### src/rtl/bcgd_pkg.sv
package bcgd_pkg;

  localparam int unsigned CfgAddrW = 4;
  localparam int unsigned CfgDataW = 16;
  localparam int unsigned HoldW    = 4;

  // register indexes
  localparam logic [CfgAddrW-1:0] RegPollPeriod  = 4'd0;
  localparam logic [CfgAddrW-1:0] RegShortLimit  = 4'd1;
  localparam logic [CfgAddrW-1:0] RegClickWindow = 4'd2;
  localparam logic [CfgAddrW-1:0] RegHoldTime0   = 4'd3;
  localparam logic [CfgAddrW-1:0] RegHoldTime1   = 4'd4;
  localparam logic [CfgAddrW-1:0] RegHoldTime2   = 4'd5;
  localparam logic [CfgAddrW-1:0] RegHoldTime3   = 4'd6;
  localparam logic [CfgAddrW-1:0] RegHoldMask    = 4'd7;

  localparam logic [7:0]  PollPeriodRst  = 8'd25;
  localparam logic [15:0] ShortLimitRst  = 16'd500;
  localparam logic [15:0] ClickWindowRst = 16'd250;
  localparam logic [15:0] HoldTime0Rst   = 16'd1000;
  localparam logic [15:0] HoldTime1Rst   = 16'd2000;
  localparam logic [15:0] HoldTime2Rst   = 16'd3000;
  localparam logic [15:0] HoldTime3Rst   = 16'd5000;

  typedef struct packed {
    logic [7:0]             poll_period;
    logic [15:0]            short_limit;
    logic [15:0]            click_window;
    logic [HoldW-1:0][15:0] hold_time;
    logic [HoldW-1:0]       hold_mask;
  } cfg_t;

  typedef struct packed {
    logic             press_active;
    logic [15:0]      press_elapsed;
    logic [7:0]       poll_countdown;
    logic [1:0]       click_count;
    logic             window_active;
    logic [15:0]      window_remaining;
    logic [HoldW-1:0] hold_fired;
  } state_t;

  typedef struct packed {
    logic             is_pressed;
    logic [HoldW-1:0] hold_events;
    logic             release_event;
    logic             double_click_event;
    logic             click_event;
  } result_t;

endpackage

### src/rtl/bcgd_step.sv
module bcgd_step import bcgd_pkg::*; #(
  parameter int unsigned HOLD_SLOTS = 4
) (
  input  cfg_t    cfg_i,
  input  state_t  state_i,
  input  logic    level_i,
  output state_t  state_o,
  output result_t result_o
);

  logic [7:0]  reload;
  logic [15:0] elapsed;
  logic [1:0]  count;

  // a zero poll period samples every tick
  assign reload = (cfg_i.poll_period == 8'd0) ? 8'd1 : cfg_i.poll_period;

  always_comb begin
    state_o  = state_i;
    result_o = '0;
    elapsed  = state_i.press_elapsed;
    count    = state_i.click_count;

    // window expiry goes first
    if (state_i.window_active) begin
      if (state_i.window_remaining <= 16'd1) begin
        state_o.window_remaining = '0;
        state_o.window_active    = 1'b0;
        result_o.click_event     = (state_i.click_count == 2'd1);
        state_o.click_count      = '0;
      end else begin
        state_o.window_remaining = state_i.window_remaining - 16'd1;
      end
    end

    if (state_i.press_active) begin
      if (state_i.press_elapsed != 16'hFFFF) begin
        elapsed = state_i.press_elapsed + 16'd1;
      end
      state_o.press_elapsed = elapsed;
      if (state_i.poll_countdown <= 8'd1) begin
        state_o.poll_countdown = reload;
        if (!level_i) begin
          for (int i = 0; i < HOLD_SLOTS; i++) begin
            if (cfg_i.hold_mask[i] && !state_i.hold_fired[i] &&
                elapsed >= cfg_i.hold_time[i]) begin
              result_o.hold_events[i] = 1'b1;
              state_o.hold_fired[i]   = 1'b1;
            end
          end
        end else begin
          state_o.press_active = 1'b0;
          if (elapsed < cfg_i.short_limit) begin
            count = state_o.click_count + 2'd1;
            if (count == 2'd1) begin
              state_o.click_count      = count;
              state_o.window_active    = 1'b1;
              state_o.window_remaining = cfg_i.click_window;
            end else begin
              state_o.click_count         = '0;
              state_o.window_active       = 1'b0;
              state_o.window_remaining    = '0;
              result_o.double_click_event = 1'b1;
            end
          end else begin
            result_o.release_event = 1'b1;
          end
          state_o.hold_fired = '0;
        end
      end else begin
        state_o.poll_countdown = state_i.poll_countdown - 8'd1;
      end
    end else if (!level_i) begin
      state_o.press_active   = 1'b1;
      state_o.press_elapsed  = '0;
      state_o.poll_countdown = reload;
    end

    result_o.is_pressed = state_o.press_active;
  end

endmodule

### src/rtl/button_click_gesture_detector.sv
// Button gesture detector: each request on the input stream is one 1 ms tick
// carrying the active-low pin level and gives exactly one result in the next
// cycle with the click, double-click, long-release and hold flags plus the
// press state. A tick is taken every clock cycle; the single output register
// holds a result while the sink stalls, and the input is then held off until
// it is taken. The user must write registers via the cfg port only while the
// stream is idle; the block does not check. Reset: 25 ms poll period, 500 ms
// short-press limit, 250 ms double-click window, 1/2/3/5 s holds, all off.
module button_click_gesture_detector import bcgd_pkg::*; #(
  parameter int unsigned HOLD_SLOTS = 4
) (
  input  logic                clk_i,
  input  logic                rst_ni,
  input  logic                cfg_we_i,
  input  logic [CfgAddrW-1:0] cfg_addr_i,
  input  logic [CfgDataW-1:0] cfg_wdata_i,
  input  logic                s_axis_tvalid_i,
  output logic                s_axis_tready_o,
  input  logic [7:0]          s_axis_tdata_i,  // [0] button_level, rest zero
  output logic                m_axis_tvalid_o,
  input  logic                m_axis_tready_i,
  // [0] click_event, [1] double_click_event, [2] release_event,
  // [6:3] hold_events, [7] is_pressed
  output logic [7:0]          m_axis_tdata_o
);

  cfg_t    cfg_q;
  state_t  state_q, state_d;
  result_t result_d, result_q;
  logic    out_valid_q;
  logic    in_req;

  assign s_axis_tready_o = !out_valid_q || m_axis_tready_i;
  assign in_req          = s_axis_tvalid_i && s_axis_tready_o;

  always_ff @(posedge clk_i or negedge rst_ni) begin
    if (!rst_ni) begin
      cfg_q.poll_period  <= PollPeriodRst;
      cfg_q.short_limit  <= ShortLimitRst;
      cfg_q.click_window <= ClickWindowRst;
      cfg_q.hold_time[0] <= HoldTime0Rst;
      cfg_q.hold_time[1] <= HoldTime1Rst;
      cfg_q.hold_time[2] <= HoldTime2Rst;
      cfg_q.hold_time[3] <= HoldTime3Rst;
      cfg_q.hold_mask    <= '0;
    end else if (cfg_we_i) begin
      case (cfg_addr_i)
        RegPollPeriod:  cfg_q.poll_period  <= cfg_wdata_i[7:0];
        RegShortLimit:  cfg_q.short_limit  <= cfg_wdata_i;
        RegClickWindow: cfg_q.click_window <= cfg_wdata_i;
        RegHoldTime0:   cfg_q.hold_time[0] <= cfg_wdata_i;
        RegHoldTime1:   cfg_q.hold_time[1] <= cfg_wdata_i;
        RegHoldTime2:   cfg_q.hold_time[2] <= cfg_wdata_i;
        RegHoldTime3:   cfg_q.hold_time[3] <= cfg_wdata_i;
        RegHoldMask:    cfg_q.hold_mask    <= cfg_wdata_i[HoldW-1:0];
        default: ;
      endcase
    end
  end

  bcgd_step #(
    .HOLD_SLOTS (HOLD_SLOTS)
  ) u_step (
    .cfg_i    (cfg_q),
    .state_i  (state_q),
    .level_i  (s_axis_tdata_i[0]),
    .state_o  (state_d),
    .result_o (result_d)
  );

  always_ff @(posedge clk_i or negedge rst_ni) begin
    if (!rst_ni) begin
      state_q     <= '0;
      out_valid_q <= 1'b0;
    end else begin
      if (in_req) begin
        state_q <= state_d;
      end
      if (in_req) begin
        out_valid_q <= 1'b1;
      end else if (m_axis_tready_i) begin
        out_valid_q <= 1'b0;
      end
    end
  end

  always_ff @(posedge clk_i) begin
    if (in_req) begin
      result_q <= result_d;
    end
  end

  assign m_axis_tvalid_o = out_valid_q;
  assign m_axis_tdata_o  = {result_q.is_pressed, result_q.hold_events,
                            result_q.release_event, result_q.double_click_event,
                            result_q.click_event};

endmodule

### config.mk
export PLATFORM = sky130hd
export DESIGN_NAME = button_click_gesture_detector
export DESIGN_NICKNAME = d
export VERILOG_FILES = /design/src/rtl/bcgd_pkg.sv /design/src/rtl/bcgd_step.sv /design/src/rtl/button_click_gesture_detector.sv
export SDC_FILE = /design/constraint.sdc
export NUM_CORES = 1
export LEC_CHECK = 0
export BUFFER_PORTS_ARGS = -buffer_cell sky130_fd_sc_hd__buf_2
export CORE_MARGIN = 3
export CORE_UTILIZATION = 30
export CTS_CLUSTER_SIZE = 8
export DETAILED_ROUTE_END_ITERATION = 10
export SKIP_CTS_REPAIR_TIMING = 1
export SLEW_MARGIN = 10
export SYNTH_ARGS = -nofsm -noshare
export SYNTH_HDL_FRONTEND = slang
export SYNTH_SLANG_ARGS = --single-unit
### constraint.sdc
create_clock -name clk_i -period 6.2 [get_ports clk_i]
set_clock_uncertainty 0.2 [all_clocks]
set_input_delay 1.24 -clock clk_i [delete_from_list [all_inputs] [get_ports clk_i]]
set_output_delay 1.24 -clock clk_i [all_outputs]
set_load 0.1 [all_outputs]
==> flow_metrics.tcl <==
set metrics [dict create \
    status "completed" \
    post-route-min-period_ns 5.033 \
    rsz0062_at_grt "no" \
    final_util_pct 35.01 \
    synth-main-ff-cell "dfrtp_1" \
    leakage_nw 4.847 \
    synth_edf_count 8 \
    numCtsBuffers 17 \
    p_int_mw 2.327 \
    peakVddDrop_mv 0.1958 \
    dp_hpwl_um 15950 \
    grt_max_degree 62 \
    ios 43 \
    maxClockFrequency_mhz 198.7 \
    h-tree-depth 4 \
    std_cell_rows 63 \
    synth_cell_types 61 \
    p_total_mw 3.449 \
    clk_latency_ns 0.44 \
    slew_violations 0 \
    ant_nets 0 \
    postSynthCellCount 929 \
    grt_pass1_vias 6900 \
    ys_warn_count 0 \
    io_buffers 35 \
    worstPathArrival_ns 5.18 \
    first_iter_violations 481 \
    initial_core_util_pct 30.84 \
    synth-seq-cells 165 \
    hold_path.class "reg2reg" \
    path_max_fanout 11 \
    placed_area_um2 9957 \
    start_kind "flop" \
    use_met2_pct 22.50 \
    fp.dieW_um 181.9 \
    die_y_um 181.9 \
    tns_ns 0 \
    syn_area_um2 9286 \
    clock-sinks 165 \
    combPwrFrac_pct 26.8 \
    cap_violations 0 \
    final_cell_area_um2 10540 \
    avgSynthCellArea_um2 9.996 \
    grt_pass1_wl_um 37210 \
    layout-drive-gt1-share_pct 20.63 \
    nNetsFinal 1084 \
    routed_wl_um 22240 \
    pwr-share-clk_pct 30.4 \
    cts_root_buffer "clkbuf_16" \
    routedWlPerCell_um 16.25 \
    clk_path_buf_depth 2 \
    antenna_found_initial 0 \
    dr.pass1.iters 6 \
    seq_area_frac_synth_pct 45.42 \
    tritoncts "built" \
    tightest_slew_ns 1.059 \
    cellPowerDensity_nw_per_um2 327.1 \
    grtUsageTotal_pct 14.01 \
    use_met1_pct 19.72 \
    async_flop_share_pct 95.15 \
    gp_congestion 0.8124 \
    via_per_inst 4.984 \
    layout_common_cells "118 x dfrtp_1, 110 x o21ai_0, 89 x nand2_1" \
    switching_share_pct 32.52 \
    cp-end-kind "flop" \
    switchingPower_mw 1.121 \
    grtUsageMet3_pct 2.724 \
    max-slew-margin-rel_pct 29.42 \
    via_count 6823 \
    grt_overflow_total 0 \
    drc 0 \
    fillers 3064 \
    antenna_cells 0 \
    period_share_pct 81.18 \
    cp.required_ns 6.34 \
    dieArea_um2 33100 \
    core-area_um2 30110 \
    setup_violations 0 \
    synthesis.nets 1047 \
    area_delta_synth_final_pct 13.51 \
    hold_viol_final 0 \
    crit_type "reg2reg" \
    clk_pin_slew_ns 0.07 \
    busiest_layer "met2" \
    final_common_cell "dfrtp_1" \
    pwr-share-seq_pct 42.8 \
]
stage by stage:
stage | hold slack [ns] | std cells | worst slack, ns
floorplan | 0.2403 | 929 | 1.948
global placement | 0.2564 | 1337 | 1.346
detailed placement | 0.2649 | 1337 | 1.247
CTS | 0.2810 | 1369 | 1.195
global route | 0.3039 | 1369 | 0.7131
finish | 0.2742 | 1369 | 1.167
worst max-delay path, stage by stage, from the launching register on:
cell	delay [ns]
dfrtp_1	0.47
ha_1	0.25
nand3_1	0.12
nor4_1	0.22
buf_4	0.20
nor3_1	0.05
buf_4	0.17
and3_1	0.21
xor2_1	0.16
buf_4	0.17
ha_1	0.32
nand4_1	0.19
nor4_1	0.32
o32ai_1	0.13
o211ai_1	0.62
o21ai_1	0.45
or4_1	0.58
o211ai_1	0.11
state kept, by name, indices dropped and copies added (netlist names):
name and cells:
state_q 48, m_axis_tdata_o 8, m_axis_tvalid_o 1, cfg_q 108
final timing paths:
| kind | start | end | slack (ns) | depth (start not counted) |
|---|---|---|---|---|
| min in group asynchronous | rst_ni | state_q[19]$_DFFE_PN0P_ | 0.52 | 1 |
| setup reg to reg | state_q[31]$_DFFE_PN0P_ | state_q[16]$_DFFE_PN0P_ | 1.17 | 17 |
| setup / recovery | state_q[31]$_DFFE_PN0P_ | state_q[16]$_DFFE_PN0P_ | 1.17 | 17 |
| max in group asynchronous | rst_ni | cfg_q[38]$_DFFE_PN0P_ | 4.10 | 2 |
| hold / removal | cfg_q[78]$_DFFE_PN0P_ | state_q[14]$_DFFE_PN0P_ | 0.27 | 2 |
| hold reg to reg | cfg_q[78]$_DFFE_PN0P_ | state_q[14]$_DFFE_PN0P_ | 0.27 | 2 |
Yosys cell counts (all sizes together) (20+ instances only):
master | number | area (um^2)
ha | 85 | 1064
a21oi | 29 | 145.1
dfrtp | 118 | 2953
clkbuf | 29 | 108.9
nand2 | 89 | 334.1
nor2 | 36 | 135.1
nor3 | 20 | 105.1
inv | 87 | 326.6
o21ai | 112 | 560.5
mux2 | 65 | 732.0
a21o | 23 | 172.7
dfstp | 39 | 1025
area by class of cell:
class	instances	area, um^2	area share, %
clock buffer	21	471.7	4.475
clock inverter	11	112.6	1.068
inverter	87	326.6	3.098
multi-input combinational	641	4601	43.64
sequential	165	4218	40.01
tap	390	488.0	4.629
timing repair buffer	54	324.1	3.074
cells by family after synthesis:
| kind of cell | share of synthesized area, % |
|---|---|
| buffers and inverters | 5.147 |
| and+or+nand+nor | 13.58 |
| AOI/OAI and AO/OA | 15.10 |
| DFF | 45.42 |
| adders and majority gates | 11.45 |
| xor gates and xnor gates | 1.415 |
| muxes | 7.882 |
power groups by stage:
stage / sequential (mW) / clock (mW) / combinational [mW]
CTS: 1.48 / 1.07 / 0.930
global placement: 1.49 / 0 / 0.900
floorplan: 1.48 / 0 / 0.682
global route: 1.51 / 1.12 / 1.07
detailed placement: 1.49 / 0 / 0.924
finish: 1.48 / 1.05 / 0.923
layer usage:
metal	up-vias	share of wire (%)
met5	-	0
met4	0	1.1
met3	17	3.4
met2	96	46
met1	3316	50
li1	3394	-
No activity file was read; power rests on OpenSTA's default activity.
